### config.mk
export PLATFORM = sky130hd
export DESIGN_NAME = corner_autotile_selector_core
export DESIGN_NICKNAME = d
export VERILOG_FILES = /design/src/design/cas_pkg.sv /design/src/design/cas_line_mem.sv /design/src/design/cas_ctrl.sv /design/src/design/cas_window.sv /design/src/design/corner_autotile_selector_core.sv
export SDC_FILE = /design/constraint.sdc
export NUM_CORES = 1
export LEC_CHECK = 0
export BUFFER_PORTS_ARGS = -buffer_cell sky130_fd_sc_hd__buf_2
export CORE_UTILIZATION = 45
export CTS_CLUSTER_SIZE = 14
export DETAILED_ROUTE_END_ITERATION = 16
export GPL_TIMING_DRIVEN = 0
export PLACE_DENSITY = 0.61
export SLEW_MARGIN = 20
export SYNTH_ARGS = -nofsm -noshare
export SYNTH_HDL_FRONTEND = slang
export SYNTH_HIERARCHICAL = 1
export SYNTH_SLANG_ARGS = --single-unit
### constraint.sdc
create_clock -name clock -period 4.84 [get_ports clock]
set_input_delay 0.968 -clock clock [delete_from_list [all_inputs] [get_ports clock]]
set_output_delay 0.968 -clock clock [all_outputs]
set_load 0.005 [all_outputs]
### src/design/cas_pkg.sv
// Package for the corner autotile selector: field widths, codes, the item
// record passed from the control unit to the window stage, and the corner rule.
// No dependencies.
`timescale 1ns / 1ps
`default_nettype none

package cas_pkg;

   localparam int DIM_W      = 9;
   localparam int ROW_W      = 9;
   localparam int COORD_W    = 8;
   localparam int SPRITE_W   = 4;
   localparam int BIOME_W    = 2;
   localparam int CSR_IDX_W  = 2;
   localparam int CSR_DATA_W = 9;
   localparam int LINE_W     = 2 * BIOME_W;

   localparam logic [DIM_W-1:0] DIM_RESET = DIM_W'(64);

   localparam logic [CSR_IDX_W-1:0] CSR_MAP_WIDTH  = CSR_IDX_W'(0);
   localparam logic [CSR_IDX_W-1:0] CSR_MAP_HEIGHT = CSR_IDX_W'(1);

   localparam logic OP_PUSH  = 1'b0;
   localparam logic OP_DRAIN = 1'b1;

   // top left
   localparam logic [SPRITE_W-1:0] SPR_TL_NONE = 4'd2;
   localparam logic [SPRITE_W-1:0] SPR_TL_ALL  = 4'd8;
   localparam logic [SPRITE_W-1:0] SPR_TL_BOTH = 4'd0;
   localparam logic [SPRITE_W-1:0] SPR_TL_A    = 4'd10;
   localparam logic [SPRITE_W-1:0] SPR_TL_B    = 4'd11;
   // top right
   localparam logic [SPRITE_W-1:0] SPR_TR_NONE = 4'd3;
   localparam logic [SPRITE_W-1:0] SPR_TR_ALL  = 4'd9;
   localparam logic [SPRITE_W-1:0] SPR_TR_BOTH = 4'd1;
   localparam logic [SPRITE_W-1:0] SPR_TR_A    = 4'd15;
   localparam logic [SPRITE_W-1:0] SPR_TR_B    = 4'd11;
   // bottom left
   localparam logic [SPRITE_W-1:0] SPR_BL_NONE = 4'd6;
   localparam logic [SPRITE_W-1:0] SPR_BL_ALL  = 4'd12;
   localparam logic [SPRITE_W-1:0] SPR_BL_BOTH = 4'd4;
   localparam logic [SPRITE_W-1:0] SPR_BL_A    = 4'd14;
   localparam logic [SPRITE_W-1:0] SPR_BL_B    = 4'd10;
   // bottom right
   localparam logic [SPRITE_W-1:0] SPR_BR_NONE = 4'd7;
   localparam logic [SPRITE_W-1:0] SPR_BR_ALL  = 4'd13;
   localparam logic [SPRITE_W-1:0] SPR_BR_BOTH = 4'd5;
   localparam logic [SPRITE_W-1:0] SPR_BR_A    = 4'd14;
   localparam logic [SPRITE_W-1:0] SPR_BR_B    = 4'd15;

   typedef logic [BIOME_W-1:0]  biome_type;
   typedef logic [SPRITE_W-1:0] sprite_type;

   typedef struct packed {
      biome_type          biome;
      logic               res;
      logic [COORD_W-1:0] x;
      logic [COORD_W-1:0] y;
      logic               lo;
      logic               ro;
      logic               uo;
      logic               dok;
      logic               last;
   } item_type;

   // ea, eb: the two side neighbours; ed: the diagonal one
   function automatic sprite_type corner_pick(
      input logic       ea,
      input logic       eb,
      input logic       ed,
      input sprite_type v_none,
      input sprite_type v_all,
      input sprite_type v_both,
      input sprite_type v_a,
      input sprite_type v_b
   );
      sprite_type v;
      if (!ea && !eb && !ed) begin
         v = v_none;
      end else if (ea && eb && ed) begin
         v = v_all;
      end else if (ea && eb) begin
         v = v_both;
      end else if (!ea && !eb) begin
         v = v_none;
      end else if (ea) begin
         v = v_a;
      end else begin
         v = v_b;
      end
      return v;
   endfunction

endpackage

`default_nettype wire

### src/design/cas_line_mem.sv
// Line buffer memory: both buffered rows of one column in one word, one read
// and one write port, registered read with a bypass for a same-column write.
// Uses cas_pkg.
`timescale 1ns / 1ps
`default_nettype none

module cas_line_mem
   import cas_pkg::*;
#(
   parameter int DEPTH = 256,
   parameter int AW    = 8
) (
   input  wire logic              clock,
   input  wire logic              reset,
   input  wire logic              rd_en,
   input  wire logic [AW-1:0]     rd_addr,
   input  wire logic              wr_en,
   input  wire logic [AW-1:0]     wr_addr,
   input  wire logic [LINE_W-1:0] wr_data,
   output logic      [LINE_W-1:0] rd_data
);

   logic [LINE_W-1:0] line_mem [DEPTH];
   logic [LINE_W-1:0] rd_q_ff;
   logic [LINE_W-1:0] byp_data_ff, byp_data_in;
   logic              byp_ff, byp_in;

   always_ff @(posedge clock) begin
      if (wr_en) begin
         line_mem[wr_addr] <= wr_data;
      end
      if (rd_en) begin
         rd_q_ff <= line_mem[rd_addr];
      end
   end

   // hold the bypass until the next read
   always_comb begin
      byp_in      = byp_ff;
      byp_data_in = byp_data_ff;
      if (rd_en) begin
         byp_in      = wr_en && (wr_addr == rd_addr);
         byp_data_in = wr_data;
      end
   end

   always_ff @(posedge clock) begin
      if (reset) begin
         byp_ff <= 1'b0;
      end else begin
         byp_ff <= byp_in;
      end
      byp_data_ff <= byp_data_in;
   end

   assign rd_data = byp_ff ? byp_data_ff : rd_q_ff;

endmodule

`default_nettype wire

### src/design/cas_ctrl.sv
// Control unit: map size registers, input and output raster counters, and the
// classification of each transfer into an item record and a line buffer column.
// Uses cas_pkg.
`timescale 1ns / 1ps
`default_nettype none

module cas_ctrl
   import cas_pkg::*;
#(
   parameter int MAX_WIDTH  = 256,
   parameter int MAX_HEIGHT = 256,
   parameter int AW         = 8
) (
   input  wire logic                  clock,
   input  wire logic                  reset,
   input  wire logic                  csr_write_en,
   input  wire logic [CSR_IDX_W-1:0]  csr_index,
   input  wire logic [CSR_DATA_W-1:0] csr_data,
   input  wire logic                  req_accept,
   input  wire logic                  req_operation,
   input  wire biome_type             req_biome,
   output logic                       push,
   output item_type                   item,
   output logic      [AW-1:0]         rd_addr
);

   localparam int DIM_MAX = (1 << DIM_W) - 1;
   localparam int WCAP    = (MAX_WIDTH  > DIM_MAX) ? DIM_MAX : MAX_WIDTH;
   localparam int HCAP    = (MAX_HEIGHT > DIM_MAX) ? DIM_MAX : MAX_HEIGHT;
   localparam int CMPW    = ((AW > DIM_W) ? AW : DIM_W) + 1;
   localparam int RW1     = ROW_W + 1;

   logic [DIM_W-1:0] map_width_ff, map_width_in;
   logic [DIM_W-1:0] map_height_ff, map_height_in;
   logic [AW-1:0]    in_col_ff, in_col_in;
   logic [ROW_W-1:0] in_row_ff, in_row_in;
   logic [AW-1:0]    out_col_ff, out_col_in;
   logic [ROW_W-1:0] out_row_ff, out_row_in;

   logic [DIM_W-1:0] w, h;
   logic             in_col_last, out_col_last, out_row_last;
   logic             map_done, has_res, last, csr_hit;

   always_comb begin
      if (map_width_ff == '0) begin
         w = DIM_W'(1);
      end else if (map_width_ff > DIM_W'(WCAP)) begin
         w = DIM_W'(WCAP);
      end else begin
         w = map_width_ff;
      end
      if (map_height_ff == '0) begin
         h = DIM_W'(1);
      end else if (map_height_ff > DIM_W'(HCAP)) begin
         h = DIM_W'(HCAP);
      end else begin
         h = map_height_ff;
      end
   end

   always_comb begin
      in_col_last  = (CMPW'(in_col_ff)  + CMPW'(1)) >= CMPW'(w);
      out_col_last = (CMPW'(out_col_ff) + CMPW'(1)) >= CMPW'(w);
      out_row_last = (RW1'(out_row_ff)  + RW1'(1))  >= RW1'(h);
      map_done     = in_row_ff >= ROW_W'(h);
      has_res      = (in_row_ff >= ROW_W'(2)) ||
                     ((in_row_ff == ROW_W'(1)) && (in_col_ff != '0));
      last         = out_col_last && out_row_last;
      push         = req_accept && !((req_operation == OP_DRAIN) && !map_done);
      csr_hit      = csr_write_en &&
                     ((csr_index == CSR_MAP_WIDTH) || (csr_index == CSR_MAP_HEIGHT));
   end

   always_comb begin
      item.biome = map_done ? '0 : req_biome;
      item.res   = has_res;
      item.x     = COORD_W'(out_col_ff);
      item.y     = COORD_W'(out_row_ff);
      item.lo    = out_col_ff != '0;
      item.ro    = !out_col_last;
      item.uo    = out_row_ff != '0;
      item.dok   = !out_row_last;
      item.last  = last;
      rd_addr    = in_col_ff;
   end

   always_comb begin
      map_width_in  = map_width_ff;
      map_height_in = map_height_ff;
      in_col_in     = in_col_ff;
      in_row_in     = in_row_ff;
      out_col_in    = out_col_ff;
      out_row_in    = out_row_ff;
      if (csr_hit) begin
         if (csr_index == CSR_MAP_WIDTH) begin
            map_width_in = csr_data;
         end else begin
            map_height_in = csr_data;
         end
         in_col_in  = '0;
         in_row_in  = '0;
         out_col_in = '0;
         out_row_in = '0;
      end else if (push) begin
         if (in_col_last) begin
            in_col_in = '0;
            in_row_in = in_row_ff + ROW_W'(1);
         end else begin
            in_col_in = in_col_ff + AW'(1);
         end
         if (has_res) begin
            if (last) begin
               in_col_in  = '0;
               in_row_in  = '0;
               out_col_in = '0;
               out_row_in = '0;
            end else if (out_col_last) begin
               out_col_in = '0;
               out_row_in = out_row_ff + ROW_W'(1);
            end else begin
               out_col_in = out_col_ff + AW'(1);
            end
         end
      end
   end

   always_ff @(posedge clock) begin
      if (reset) begin
         map_width_ff  <= DIM_RESET;
         map_height_ff <= DIM_RESET;
         in_col_ff     <= '0;
         in_row_ff     <= '0;
         out_col_ff    <= '0;
         out_row_ff    <= '0;
      end else begin
         map_width_ff  <= map_width_in;
         map_height_ff <= map_height_in;
         in_col_ff     <= in_col_in;
         in_row_ff     <= in_row_in;
         out_col_ff    <= out_col_in;
         out_row_ff    <= out_row_in;
      end
   end

endmodule

`default_nettype wire

### src/design/cas_window.sv
// Window stage: takes the line buffer word of an item, writes the column back,
// shifts the 3x3 window, applies the corner rules and holds the result register.
// Uses cas_pkg.
`timescale 1ns / 1ps
`default_nettype none

module cas_window
   import cas_pkg::*;
#(
   parameter int AW = 8
) (
   input  wire logic              clock,
   input  wire logic              reset,
   input  wire logic              push,
   input  wire item_type          item,
   input  wire logic [AW-1:0]     addr,
   input  wire logic [LINE_W-1:0] rd_data,
   output logic                   busy,
   output logic                   wr_en,
   output logic      [AW-1:0]     wr_addr,
   output logic      [LINE_W-1:0] wr_data,
   input  wire logic              rsp_stall,
   output logic                   rsp_valid,
   output logic      [COORD_W-1:0] rsp_tile_x,
   output logic      [COORD_W-1:0] rsp_tile_y,
   output sprite_type             rsp_corner_top_left,
   output sprite_type             rsp_corner_top_right,
   output sprite_type             rsp_corner_bottom_left,
   output sprite_type             rsp_corner_bottom_right,
   output logic                   rsp_last_of_frame
);

   logic        stg_vld_ff, stg_vld_in;
   item_type    stg_item_ff;
   logic [AW-1:0] stg_addr_ff;
   biome_type   win_ff [9];
   biome_type   win_in [9];
   logic        go;
   biome_type   up, mid;
   logic [8:0]  in_map, eq;

   logic        out_vld_ff, out_vld_in;
   logic [COORD_W-1:0] out_x_ff, out_y_ff;
   sprite_type  out_tl_ff, out_tr_ff, out_bl_ff, out_br_ff;
   sprite_type  tl_in, tr_in, bl_in, br_in;
   logic        out_last_ff;

   always_comb begin
      go         = stg_vld_ff && (!stg_item_ff.res || !out_vld_ff || !rsp_stall);
      busy       = stg_vld_ff && !go;
      stg_vld_in = push ? 1'b1 : (go ? 1'b0 : stg_vld_ff);
      up         = rd_data[LINE_W-1:BIOME_W];
      mid        = rd_data[BIOME_W-1:0];
      wr_en      = go;
      wr_addr    = stg_addr_ff;
      wr_data    = {mid, stg_item_ff.biome};
   end

   // shift left by one column, new column on the right
   always_comb begin
      win_in[0] = win_ff[1];
      win_in[1] = win_ff[2];
      win_in[2] = up;
      win_in[3] = win_ff[4];
      win_in[4] = win_ff[5];
      win_in[5] = mid;
      win_in[6] = win_ff[7];
      win_in[7] = win_ff[8];
      win_in[8] = stg_item_ff.biome;
   end

   always_comb begin
      in_map[0] = stg_item_ff.uo && stg_item_ff.lo;
      in_map[1] = stg_item_ff.uo;
      in_map[2] = stg_item_ff.uo && stg_item_ff.ro;
      in_map[3] = stg_item_ff.lo;
      in_map[4] = 1'b1;
      in_map[5] = stg_item_ff.ro;
      in_map[6] = stg_item_ff.dok && stg_item_ff.lo;
      in_map[7] = stg_item_ff.dok;
      in_map[8] = stg_item_ff.dok && stg_item_ff.ro;
      for (int i = 0; i < 9; i++) begin
         eq[i] = !in_map[i] || (win_in[i] == win_in[4]);
      end
      tl_in = corner_pick(eq[1], eq[3], eq[0], SPR_TL_NONE, SPR_TL_ALL, SPR_TL_BOTH,
                          SPR_TL_A, SPR_TL_B);
      tr_in = corner_pick(eq[1], eq[5], eq[2], SPR_TR_NONE, SPR_TR_ALL, SPR_TR_BOTH,
                          SPR_TR_A, SPR_TR_B);
      bl_in = corner_pick(eq[3], eq[7], eq[6], SPR_BL_NONE, SPR_BL_ALL, SPR_BL_BOTH,
                          SPR_BL_A, SPR_BL_B);
      br_in = corner_pick(eq[5], eq[7], eq[8], SPR_BR_NONE, SPR_BR_ALL, SPR_BR_BOTH,
                          SPR_BR_A, SPR_BR_B);
   end

   always_comb begin
      if (go && stg_item_ff.res) begin
         out_vld_in = 1'b1;
      end else if (!rsp_stall) begin
         out_vld_in = 1'b0;
      end else begin
         out_vld_in = out_vld_ff;
      end
   end

   always_ff @(posedge clock) begin
      if (reset) begin
         stg_vld_ff <= 1'b0;
         out_vld_ff <= 1'b0;
         for (int i = 0; i < 9; i++) begin
            win_ff[i] <= '0;
         end
      end else begin
         stg_vld_ff <= stg_vld_in;
         out_vld_ff <= out_vld_in;
         if (go) begin
            for (int i = 0; i < 9; i++) begin
               win_ff[i] <= win_in[i];
            end
         end
      end
   end

   always_ff @(posedge clock) begin
      if (push) begin
         stg_item_ff <= item;
         stg_addr_ff <= addr;
      end
      if (go && stg_item_ff.res) begin
         out_x_ff    <= stg_item_ff.x;
         out_y_ff    <= stg_item_ff.y;
         out_tl_ff   <= tl_in;
         out_tr_ff   <= tr_in;
         out_bl_ff   <= bl_in;
         out_br_ff   <= br_in;
         out_last_ff <= stg_item_ff.last;
      end
   end

   assign rsp_valid               = out_vld_ff;
   assign rsp_tile_x              = out_x_ff;
   assign rsp_tile_y              = out_y_ff;
   assign rsp_corner_top_left     = out_tl_ff;
   assign rsp_corner_top_right    = out_tr_ff;
   assign rsp_corner_bottom_left  = out_bl_ff;
   assign rsp_corner_bottom_right = out_br_ff;
   assign rsp_last_of_frame       = out_last_ff;

endmodule

`default_nettype wire

### src/design/corner_autotile_selector_core.sv
// Corner autotile selector. One transfer per cycle in and out while rsp_stall is low; a
// result passes the staging and result registers after the transfer that completes its
// neighbourhood, which is the item one row and one tile later in raster order. The line
// buffer word is read in the transfer cycle, written back as the staging register
// advances; a same-column read in the write cycle takes the bypass. Reset sets both map
// dimensions to 64, clears counters, window and result valid; the memory is not cleared.
`timescale 1ns / 1ps
`default_nettype none

module corner_autotile_selector_core
   import cas_pkg::*;
#(
   parameter int MAX_WIDTH  = 256,
   parameter int MAX_HEIGHT = 256
) (
   input  wire logic                  clock,
   input  wire logic                  reset,
   input  wire logic                  csr_write_en,
   input  wire logic [CSR_IDX_W-1:0]  csr_index,
   input  wire logic [CSR_DATA_W-1:0] csr_data,
   input  wire logic                  req_valid,
   output logic                       req_stall,
   input  wire logic                  req_operation,
   input  wire logic [BIOME_W-1:0]    req_biome,
   output logic                       rsp_valid,
   input  wire logic                  rsp_stall,
   output logic      [COORD_W-1:0]    rsp_tile_x,
   output logic      [COORD_W-1:0]    rsp_tile_y,
   output logic      [SPRITE_W-1:0]   rsp_corner_top_left,
   output logic      [SPRITE_W-1:0]   rsp_corner_top_right,
   output logic      [SPRITE_W-1:0]   rsp_corner_bottom_left,
   output logic      [SPRITE_W-1:0]   rsp_corner_bottom_right,
   output logic                       rsp_last_of_frame
);

   localparam int AW = $clog2(MAX_WIDTH);

   logic              req_accept, push, busy;
   item_type          item;
   logic [AW-1:0]     rd_addr, wr_addr;
   logic              wr_en;
   logic [LINE_W-1:0] wr_data, rd_data;

   assign req_stall  = busy;
   assign req_accept = req_valid && !req_stall;

   cas_ctrl #(
      .MAX_WIDTH  (MAX_WIDTH),
      .MAX_HEIGHT (MAX_HEIGHT),
      .AW         (AW)
   ) u_ctrl (
      .clock         (clock),
      .reset         (reset),
      .csr_write_en  (csr_write_en),
      .csr_index     (csr_index),
      .csr_data      (csr_data),
      .req_accept    (req_accept),
      .req_operation (req_operation),
      .req_biome     (req_biome),
      .push          (push),
      .item          (item),
      .rd_addr       (rd_addr)
   );

   cas_line_mem #(
      .DEPTH (MAX_WIDTH),
      .AW    (AW)
   ) u_line_mem (
      .clock   (clock),
      .reset   (reset),
      .rd_en   (push),
      .rd_addr (rd_addr),
      .wr_en   (wr_en),
      .wr_addr (wr_addr),
      .wr_data (wr_data),
      .rd_data (rd_data)
   );

   cas_window #(
      .AW (AW)
   ) u_window (
      .clock                   (clock),
      .reset                   (reset),
      .push                    (push),
      .item                    (item),
      .addr                    (rd_addr),
      .rd_data                 (rd_data),
      .busy                    (busy),
      .wr_en                   (wr_en),
      .wr_addr                 (wr_addr),
      .wr_data                 (wr_data),
      .rsp_stall               (rsp_stall),
      .rsp_valid               (rsp_valid),
      .rsp_tile_x              (rsp_tile_x),
      .rsp_tile_y              (rsp_tile_y),
      .rsp_corner_top_left     (rsp_corner_top_left),
      .rsp_corner_top_right    (rsp_corner_top_right),
      .rsp_corner_bottom_left  (rsp_corner_bottom_left),
      .rsp_corner_bottom_right (rsp_corner_bottom_right),
      .rsp_last_of_frame       (rsp_last_of_frame)
   );

   ap_stall_cause: assert property (@(posedge clock) disable iff (reset)
      req_stall |-> (rsp_valid && rsp_stall))
      else $error("input stalled without a stalled result");

   ap_reset_empty: assert property (@(posedge clock)
      reset |=> !rsp_valid)
      else $error("result valid straight after reset");

   ap_wr_once: assert property (@(posedge clock) disable iff (reset)
      (wr_en && !push) |=> !wr_en)
      else $error("line buffer written twice for one transfer");

endmodule

`default_nettype wire
# [After elaboration in Yosys (flattened, before gate mapping)]
# Memories as Yosys holds them, arrays and structs flattened. A register that Yosys moved wholly into a read port is not among the register bits.
# Cells that the tools add are included.
[totals] out_inout_bits=35 ram_bits=1042 memories=2 in_bits=19 ff_bits=124
[memory_table] name="u_line_mem.line_mem" words=256 word_bits=4 read_ports=1 rd_clocked_by_memory_dff=1 write_ports=1 line="cas_line_mem.sv:23" source="logic [LINE_W-1:0] line_mem [DEPTH];"
[memory_table] name="u_window.win_ff" words=9 word_bits=2 read_ports=6 rd_clocked_by_memory_dff=0 write_ports=9 line="cas_window.sv:36" source="biome_type win_ff [9];"
[classes] addsub=7 n_bitwise=10 eq_ne=12 magnitude_cmp=7 n_mux=50 reduce_logical=84
[op_table] cell="9-bit 2-to-1 mux" count=9
[op_table] cell="4-bit 2-to-1 mux" count=13
[op_table] cell="8-bit 2-to-1 mux" count=5
[op_table] cell="10-bit by 9-bit >= comparator with 1-bit output" count=3
[op_table] cell="1-bit logical AND" count=30
[op_table] cell="1-bit logical NOT" count=25
[op_table] cell="8-bit by 1-bit adder with 9-bit output, second input constant" count=2
[op_table] cell="9-bit by 1-bit adder with 9-bit output, second input constant" count=2
[op_table] cell="9-bit > comparator, second input constant" count=2
[op_table] cell="9-bit logical NOT" count=2
[op_table] cell="2-bit 2-to-1 mux" count=9
[op_table] cell="8-bit by 1-bit adder with 8-bit output, second input constant" count=2
[op_table] cell="2-bit == test" count=8
[op_table] cell="8-bit nonzero test" count=2
[op_table] cell="4-bit OR reduction" count=4
[op_table] cell="1-bit logical OR" count=12
[op_table] cell="1-bit 2-to-1 mux" count=12
[op_table] cell="9-bit by 1-bit adder with 10-bit output, second input constant" count=1
[op_table] cell="9-bit by 1-bit == test with 1-bit output, second input constant" count=1
[op_table] cell="9-bit by 2-bit >= comparator with 1-bit output, second input constant" count=1
[op_table] cell="9-bit >= comparator" count=1
[op_table] cell="1-bit bitwise OR" count=9
[op_table] cell="9-bit nonzero test" count=1
[op_table] cell="8-bit == test" count=1
[op_table] cell="9 further kinds" count=13

# [Depth between registers and ports, before layout]
# Gate-level depths: netlist of run 1.
[logic_depth] word_depth=10 ltp_mapped=14

# [By module]
# The synthesis of run 1 kept the hierarchy.
[by_module_without_submodules] mod="cas_line_mem" instances=1 cells_per_inst=2112 area_each_um2=41238.3
[by_module_without_submodules] mod="cas_ctrl" instances=1 cells_per_inst=464 area_each_um2=3719.8
[by_module_without_submodules] mod="cas_window" instances=1 cells_per_inst=161 area_each_um2=2860.2
[by_module_without_submodules] mod="corner_autotile_selector_core" instances=1 cells_per_inst=1 area_each_um2=13.8

# [Worst setup path after synthesis of run 1]
# OpenSTA, ideal clock, no wires.
[synth_timing] path_type="register to register" from="register u_ctrl.out_col_ff[0]" to="register u_ctrl.out_row_ff[3]" slack_ns=1.909 synth_period_minus_slack_ns=2.931 path_buffers=1 required_ns=4.723 arrival_time_ns=2.814 setup_ns=0.117 path_stages_with_launch=14 path_cell_list="dfxtp_1 ha_1 and3_1 clkbuf_1 xor2_1 ha_1 nand4_1 o21ai_0 a31oi_1 o31ai_4 inv_1 nor2_2 o21ai_0 a32o_1"
[synth_via] elab_chain_cells=5 word_cells_on_any_way=6
[synth_rtl] element="start: declaration" line="cas_ctrl.sv:37" source="logic [AW-1:0] out_col_ff, out_col_in;"
[synth_rtl] element="start signal: assignment" line="cas_ctrl.sv:140" source="out_col_ff <= out_col_in;"
[synth_rtl] element="8-bit by 1-bit adder with 9-bit output *" line="cas_ctrl.sv:63" source="out_col_last = (CMPW'(out_col_ff) + CMPW'(1)) >= CMPW'(w);"
[synth_rtl] element="10-bit by 9-bit >= comparator with 1-bit output *" line="cas_ctrl.sv:63"
[synth_rtl] element="1-bit logical AND" line="cas_ctrl.sv:68" source="last = out_col_last && out_row_last;"
[synth_rtl] element="2-bit nonzero test (no source line)"
[synth_rtl] element="3-bit AND reduction (no source line)"
[synth_rtl] element="end signal: assignment" line="cas_ctrl.sv:141" source="out_row_ff <= out_row_in;"
[synth_rtl] element="end: declaration" line="cas_ctrl.sv:38" source="logic [ROW_W-1:0] out_row_ff, out_row_in;"
# Mark *: on every way between the ends. The rest lies on a longest branch, timed or not.
# A chain may end at the register's enable or synchronous reset.

==> run_results.csv, run 1 <==
group,metric,value,unit
worst_setup_path,crit_type,"register to register",
worst_setup_path,worst_setup_path_end_kind,"register",
worst_setup_path,crit_slowest_cell,"buf_1",
synthesis,ys.flop_type,"edfxtp_1",
power_and_ir_drop,sw_frac_of_total,21.1,%
synthesis,synth_top_area_share,69.4,%
clock_tree,clkLatencyLatePin,0.71,ns
synthesis,yosysTopAreaCell,"edfxtp_1",
power_and_ir_drop,p_sw,4.40,mW
worst_setup_path,path_buf_inv,3,
placed_design,place.gp.congestion,0.948,
worst_setup_path,cp.required,5.22,ns
power_and_ir_drop,pwr-share-seq,53.1,%
worst_setup_path,worst_path_most_repeated_cell,"clkbuf_1",
global_route,gr-total-overflow,0,
placed_design,hpwl,89.9,mm
sta,period_share,101,%
worst_setup_path,worstPathCellList,"clkbuf_1 -> buf_1 -> clkbuf_1 -> mux2i_1 -> a21oi_1 -> nor4_1 -> o21ai_1",
clock_tree,cts.clk_slew.worst_paths,0.06,ns
power_and_ir_drop,power_density,386,nW/µm²
detailed_routing,dr.pass1.iters,7,
global_route,grt_pass1_vias,26497,
hold_path,hold_path.class,"register to register",
finish,regArea,34300,µm²
floorplan,io_pins,54,
finish,area_delta_synth_final,13.0,%
sta,finalClockSkew,0.0271,ns
sta,max_freq,205,MHz
power_and_ir_drop,combPwrFrac,4.6,%
power_and_ir_drop,p_clk_share,42.3,%
floorplan,core_area,105000,µm²
detailed_routing,drt_wl_total,131,mm
clock_tree,cts.htree.levels,3,
synthesis,synth_seq_cells,1160,
global_route,grt_pass1_wl,188,mm
detailed_routing,num_vias,26851,
synthesis,yosys-top-cells-area,"edfxtp_1 (69%), mux4_2 (9.0%), nor2_1 (2.6%)",
synthesis,yosys-top-cells-count,"edfxtp_1 (1,105), nor2_1 (326), mux4_2 (192), mux2i_1 (122), nand2_1 (99)",
floorplan,die-area,108000,µm²
synthesis,synth_cells,2738,
detailed_routing,via_per_inst,6.09,
worst_setup_path,slowest_delay,0.95,ns
worst_setup_path,start_kind,"register",
sta,period_needed,4.88,ns
sta,grt_setup_unrepaired,"no",
sta,timing.final.ws_setup,-0.0428,ns
finish,drive_gt1_share,18.3,%
global_route,grt_antenna_before_repair,2,
clock_tree,cts_sinks,1160,
synthesis,synth-edff-count,1105,
detailed_routing,drtIter0Drc,3408,
clock_tree,cts_tree,"built",
finish,antenna_cells,0,
clock_tree,postCtsSetupBuffers,0,
run,drv_cap,0,
power_and_ir_drop,vdd_drop_max,0.000312,V
hold_path,hold_start,"u_window/stg_item_ff[17]",
synthesis,ys_types,82,
run_status,outcome,"finished with violations",
worst_setup_path,critPathTopFamily,"buffers and inverters",
synthesis,ys_warn_count,6,
finish,final_util,51.3,%
sta,tightest_slew,1.21,ns
sta,slew_violations,0,
placed_design,placed_area,50400,µm²
worst_setup_path,r2r_start,"u_ctrl/rd_addr[2]",
clock_tree,root_buffer,"clkbuf_16",
synthesis,async_reset_ff_share,0,%
power_and_ir_drop,p_int,16.4,mW
clock_tree,cts.path.max_buffers,3,
synthesis,post-synth-top-count-cell,"edfxtp_1",
run_status,violations,"negative setup slack",
global_route,grt_max_degree,132,
detailed_routing,drcViolationCount,0,
synthesis,synthesis.area,47800,µm²
floorplan,initial_core_util,45.4,%
worst_setup_path,crit_arrival,5.26,ns
synthesis,seq_area_frac_synth,71.7,%
finish,multiInputGateArea,12300,µm²
detailed_routing,wl_per_cell,29.8,µm
synthesis,avgSynthCellArea,17.5,µm²
floorplan,floorplan.die.height,328,µm
finish,postLayoutCellArea,54100,µm²
power_and_ir_drop,p_leak,16.9,nW
worst_setup_path,reg2reg_slack,-0.04,ns
hold_path,whs_path_depth,0,
worst_setup_path,worst-r2r-cell-count,7,
finish,fill_cells,8413,
hold_path,hold_end,"u_window/rsp_tile_x[4]",
worst_setup_path,cp_max_fo,13,
global_route,grt_usage,24.5,%
clock_tree,cts_buffers,117,
sta,finalHoldViolations,0,
sta,relSlewSlack,19.0,%
placed_design,io_buffers,49,
finish,nNetsFinal,2995,
sta,setup_viol,2,
worst_setup_path,timing.rr.end,"u_line_mem/rd_q_ff[3]",
detailed_routing,drtAntennaViolNets,0,
floorplan,die_w,328,µm
floorplan,placementRows,119,
[layout by cell type (no fill, tap or decap), types with 14 or more instances in the layout]
cell type,n
edfxtp_1,1105
nor2_1,326
mux4_2,192
mux2i_1,122
clkbuf_16,118
nand2_1,99
clkbuf_1,96
buf_2,60
a21oi_1,60
dfxtp_1,55
nand3_1,53
ha_1,52
o221ai_1,49
a22oi_1,38
xor2_1,33
clkinv_1,29
o21ai_0,29
buf_6,28
buf_4,26
and2_1,24
mux4_1,24
inv_1,23
nand4_1,22
clkbuf_2,21
o22ai_1,20
clkinv_2,19
nor2b_1,19
nor4_1,18
a211oi_1,18
xnor2_1,17
buf_16,17
and3_1,15
nor3_1,14
[power by group through the flow]
stage / Sequential, mW / Combinational [mW] / Clock, mW
final: 11.1 / 0.963 / 8.82
after global routing: 11.1 / 1.02 / 9.30
after CTS: 11.1 / 0.962 / 8.94
after detailed placement: 11.3 / 0.961 / 0
after global placement: 11.3 / 0.907 / 0
after floorplan: 11.3 / 0.607 / 0
[worst max path at each step]
stage                             to  cells past startpoint            startpoint  slack, ns
2_1_floorplan   u_ctrl/out_row_ff[3]                     13  u_ctrl/out_col_ff[0]       1.91
3_3_place_gp   u_line_mem/rd_q_ff[2]                      9     u_ctrl/rd_addr[1]      -0.39
3_5_place_dp   u_line_mem/rd_q_ff[2]                      9     u_ctrl/rd_addr[1]      -0.05
4_1_cts        u_line_mem/rd_q_ff[2]                      9     u_ctrl/rd_addr[1]       0.14
5_1_grt        u_line_mem/rd_q_ff[3]                      7     u_ctrl/rd_addr[2]       0.05
6_report       u_line_mem/rd_q_ff[3]                      7     u_ctrl/rd_addr[2]      -0.04
[through the flow]
| stage | hold slack (ns) | power (mW) | TNS (ns) | cells | setup WS (ns) |
|---|---|---|---|---|---|
| after floorplan | 0.400 | 11.9 | 0 | 2740 | 1.91 |
| after global placement | 0.407 | 12.2 | -0.393 | 4180 | -0.393 |
| after detailed placement | 0.405 | 12.2 | -0.0538 | 4197 | -0.0538 |
| after CTS | 0.421 | 21.0 | 0 | 4409 | 0.137 |
| after global routing | 0.430 | 21.4 | 0 | 4409 | 0.0543 |
| final | 0.417 | 20.8 | -0.0587 | 4409 | -0.0428 |
[sequential cells by signal, indices dropped and copies added, names as in the netlist, 4 cells and up]
name and flops:
u_line_mem/rd_q_ff 4, u_window/rsp_tile_x 8, u_ctrl/out_col_ff 8, u_ctrl/in_row_ff 9
u_ctrl/map_height_ff 9, u_window/in_map 4, u_ctrl/out_row_ff 9, u_window/rsp_tile_y 8
u_window/wr_addr 8, u_window/stg_item_ff 18, u_ctrl/map_width_ff 9, u_line_mem/line_mem 1024
u_line_mem/byp_data_ff 4, u_window/win_ff 12, u_ctrl/rd_addr 8
[layer usage]
| metal | part of all wire, % | up-vias | global-route usage (%) |
|---|---|---|---|
| met2 | 47 | 1395 | 38.8 |
| li1 | - | 11293 | - |
| met1 | 39 | 13925 | 33.5 |
| met4 | 3.9 | 0 | 9.08 |
| met5 | 0 | - | 0 |
| met3 | 9.6 | 238 | 5.03 |
[layout make-up]
cell class | count | area share [%]
flip-flops and latches | 1160 | 63.4
multi-input cells | 1374 | 22.8
clock buffers | 144 | 5.66
well taps | 1391 | 3.22
plain buffers | 177 | 2.15
repair buffers | 66 | 1.32
clock inverters | 69 | 1.18
inverters | 28 | 0.194
[repair_timing]
action,CTS,global route
hold buffers,0,0
setup endpoints to repair,1,0
gates resized for setup,1,0
[logic make-up (layout without fill, tap and decap cells)]
kind of cell,count (synthesis),after routing,synth area share [%]
compound gates,292,292,4.42
xor+xnor,50,50,0.916
fa+ha+maj,52,52,1.36
buf+inv,206,484,2.53
flops,1160,1160,71.7
mux,346,346,13.1
other cells,2,4,0.0157
simple gates,630,630,5.99
Power figures use the tool's default switching activity.
==> run 2, diff against run 1 <==
- ABC_AREA: not set -> 1
==> run 2 against run 1 <==
Net effect: the flow now finishes without violations; via count increased by 34%; clock skew increased by 0.0053 ns; register-to-register slack improved by 1.2 ns; fmax increased by 31%; total power increased by 4.3%; count of clock-buffer cells in the layout unchanged; critical path type unchanged; largest cell class unchanged; highest routed layer is now met5.
==> run_results.csv, run 2 <==
group,metric,value,unit
global_route,grt_use_met1,39.0,%
synthesis,synthesis.area,50100,µm²
global_route,globalRouteMet2Util,42.6,%
placed_design,place.gp.congestion,0.953,
sta,whs,0.415,ns
worst_setup_path,crit_type,"register to register",
synthesis,synth_top_area_share,66.2,%
worst_setup_path,worstPathCellList,"nor4_1 -> nand2_1 -> inv_1 -> nor2_1 -> inv_1 -> nand2_1 -> ha_1 -> nand2_1 -> nand2_1 -> a21oi_2 -> nand4_2 -> nand2_4 -> clkinv_2 -> nand2_1 -> nand2_1 -> o21ai_0 -> nor2_1",
finish,final_util,51.1,%
synthesis,ys.flop_type,"edfxtp_1",
detailed_routing,drtIter0Drc,4618,
clock_tree,cts.path.max_buffers,3,
clock_tree,ctsResizeCount,0,
floorplan,core_area,111000,µm²
worst_setup_path,worst_path_most_repeated_cell,"nand2_1",
clock_tree,postCtsHoldBufs,0,
run_status,outcome,"finished clean",
finish,area_delta_synth_final,12.8,%
finish,mostFrequentLayoutCells,"nand2_1 (1,342), edfxtp_1 (1,105), nand3_1 (1,026)",
sta,period_share,76.7,%
sta,period_needed,3.71,ns
finish,multiInputGateArea,13400,µm²
clock_tree,cts.htree.levels,3,
sta,slew_violations,0,
detailed_routing,drtAntennaViolNets,0,
run,drv_cap,0,
finish,largest_reg_flops,1024,
worst_setup_path,cp_max_fo,50,
sta,finalClockSkew,0.0323,ns
floorplan,die-area,113000,µm²
worst_setup_path,worst_setup_path_end_kind,"register",
placed_design,io_buffers,49,
floorplan,floorplan.die.height,336,µm
floorplan,io_pins,54,
synthesis,avgSynthCellArea,10.9,µm²
hold_path,hold_path.class,"register to register",
detailed_routing,wl_per_cell,25.1,µm
detailed_routing,dr.pass1.iters,6,
global_route,grt_antenna_before_repair,6,
synthesis,ys_warn_count,6,
synthesis,seq_area_frac_synth,68.4,%
clock_tree,cts.clk_slew.worst_paths,0.06,ns
placed_design,placed_area,52700,µm²
clock_tree,cts_tree,"built",
floorplan,die_w,336,µm
synthesis,synth-edff-count,1105,
synthesis,yosysTopAreaCell,"edfxtp_1",
global_route,grtUsageMet3,5.86,%
power_and_ir_drop,p_total,21.7,mW
clock_tree,cts_buffers,119,
floorplan,initial_core_util,45.3,%
detailed_routing,drt_wl_total,160,mm
sta,tightest_slew,1.14,ns
global_route,gr-total-overflow,0,
synthesis,ys_types,45,
sta,relSlewSlack,24.0,%
placed_design,hpwl,109,mm
worst_setup_path,slowest_delay,0.77,ns
sta,fin_tns_setup,0,ns
detailed_routing,num_vias,36063,
clock_tree,clkLatencyLatePin,0.72,ns
placed_design,dpl.cell_count,6137,
sta,timing.final.ws_setup,1.13,ns
finish,final_common_cell,"nand2_1",
sta,grt_setup_unrepaired,"no",
global_route,grt_pass1_vias,33470,
placed_design,dp_slack,1.03,ns
worst_setup_path,crit_slowest_cell,"clkinv_2",
worst_setup_path,crit_arrival,4.30,ns
floorplan,placementRows,122,
clock_tree,cts_sinks,1160,
finish,largest_register,"u_line_mem/line_mem",
synthesis,synth_seq_cells,1160,
synthesis,synth_cells,4582,
finish,largestRegisters,"u_line_mem/line_mem (1024), u_window/stg_item_ff (18), u_window/win_ff (12)",
power_and_ir_drop,vdd_drop_max,0.000271,V
worst_setup_path,cp.required,5.42,ns
clock_tree,root_buffer,"clkbuf_16",
clock_tree,postCtsSetupBuffers,0,
finish,fin_cells,6358,
sta,max_freq,269,MHz
synthesis,yosys-top-cells-count,"nand2_1 (1,342), edfxtp_1 (1,105), nand3_1 (1,026), nor2_1 (387), inv_1 (148)",
synthesis,yosys-top-cells-area,"edfxtp_1 (66%), nand3_1 (10%), nand2_1 (10%)",
detailed_routing,drcViolationCount,0,
finish,postLayoutCellArea,56500,µm²
sta,finalHoldViolations,0,
global_route,grt_max_degree,122,
worst_setup_path,start_kind,"register",
global_route,grt_pass1_wl,228,mm
sta,setup_viol,0,
global_route,grt_usage,28.2,%
synthesis,post-synth-top-count-cell,"nand2_1",
synthesis,async_reset_ff_share,0,%
global_route,grt_busiest_layer,"met2",
power_and_ir_drop,p_leak,20.5,nW
detailed_routing,via_per_inst,5.67,
power_and_ir_drop,power_density,385,nW/µm²
finish,regArea,34300,µm²
finish,nNetsFinal,4841,
finish,drive_gt1_share,10.5,%
finish,fill_cells,9798,
[run 2: critical path, delay by kind of cell (launching register included)]
kind	cells	cell delay, ns
adders and majority gates	1	0.31
AOI/OAI and AO/OA	2	0.25
buffers and inverters	3	0.94
DFF	1	0.32
and+or+nand+nor	11	1.73
[run 2: kinds of logic (layout without fill, tap and decap cells)]
logic type	Yosys count	in the layout	share of synthesized area [%]
other	2	8	0.0150
xor gates and xnor gates	27	27	0.472
DFF	1160	1160	68.4
muxes	4	4	0.0899
adders and majority gates	52	52	1.30
AOI/OAI and AO/OA	74	74	0.797
buffers and inverters	449	731	4.80
and+or+nand+nor	2814	2814	24.1
[run 2: metal layers]
metal / wire length [µm] / vias up
met5: 46 / -
met4: 7520 / 6
met3: 17600 / 373
met2: 70600 / 1975
met1: 64000 / 17480
li1: - / 16229
[run 2: worst paths after layout]
check	startpoint	to	slack (ns)	cells past startpoint
worst max-delay path	u_ctrl/map_height_ff[4]	u_ctrl/out_col_ff[1]	1.13	17
worst min-delay path	u_window/stg_item_ff[13]	u_window/rsp_tile_x[0]	0.41	0
worst max register to register	u_ctrl/map_height_ff[4]	u_ctrl/out_col_ff[1]	1.13	17
worst min register to register	u_window/stg_item_ff[13]	u_window/rsp_tile_x[0]	0.41	0
[run 2: power by group]
group          internal [mW]  total (mW)  switching, mW  leakage, nW
clock network           5.25        9.09           3.84         1.85
logic                  0.402        1.54           1.14         8.26
registers               11.1        11.1         0.0293         10.4
total                   16.7        21.7           5.01         20.5
[run 2: area by class of cell]
| class | instances | share of cell area (%) |
|---|---|---|
| antenna | 4 | 0.0177 |
| sequential | 1160 | 60.7 |
| tap | 1488 | 3.29 |
| inverter | 161 | 1.09 |
| clock buffer | 144 | 5.45 |
| clock inverter | 73 | 1.32 |
| multi-input combinational | 2975 | 23.7 |
| timing repair buffer | 65 | 1.16 |
| buffer | 288 | 3.26 |
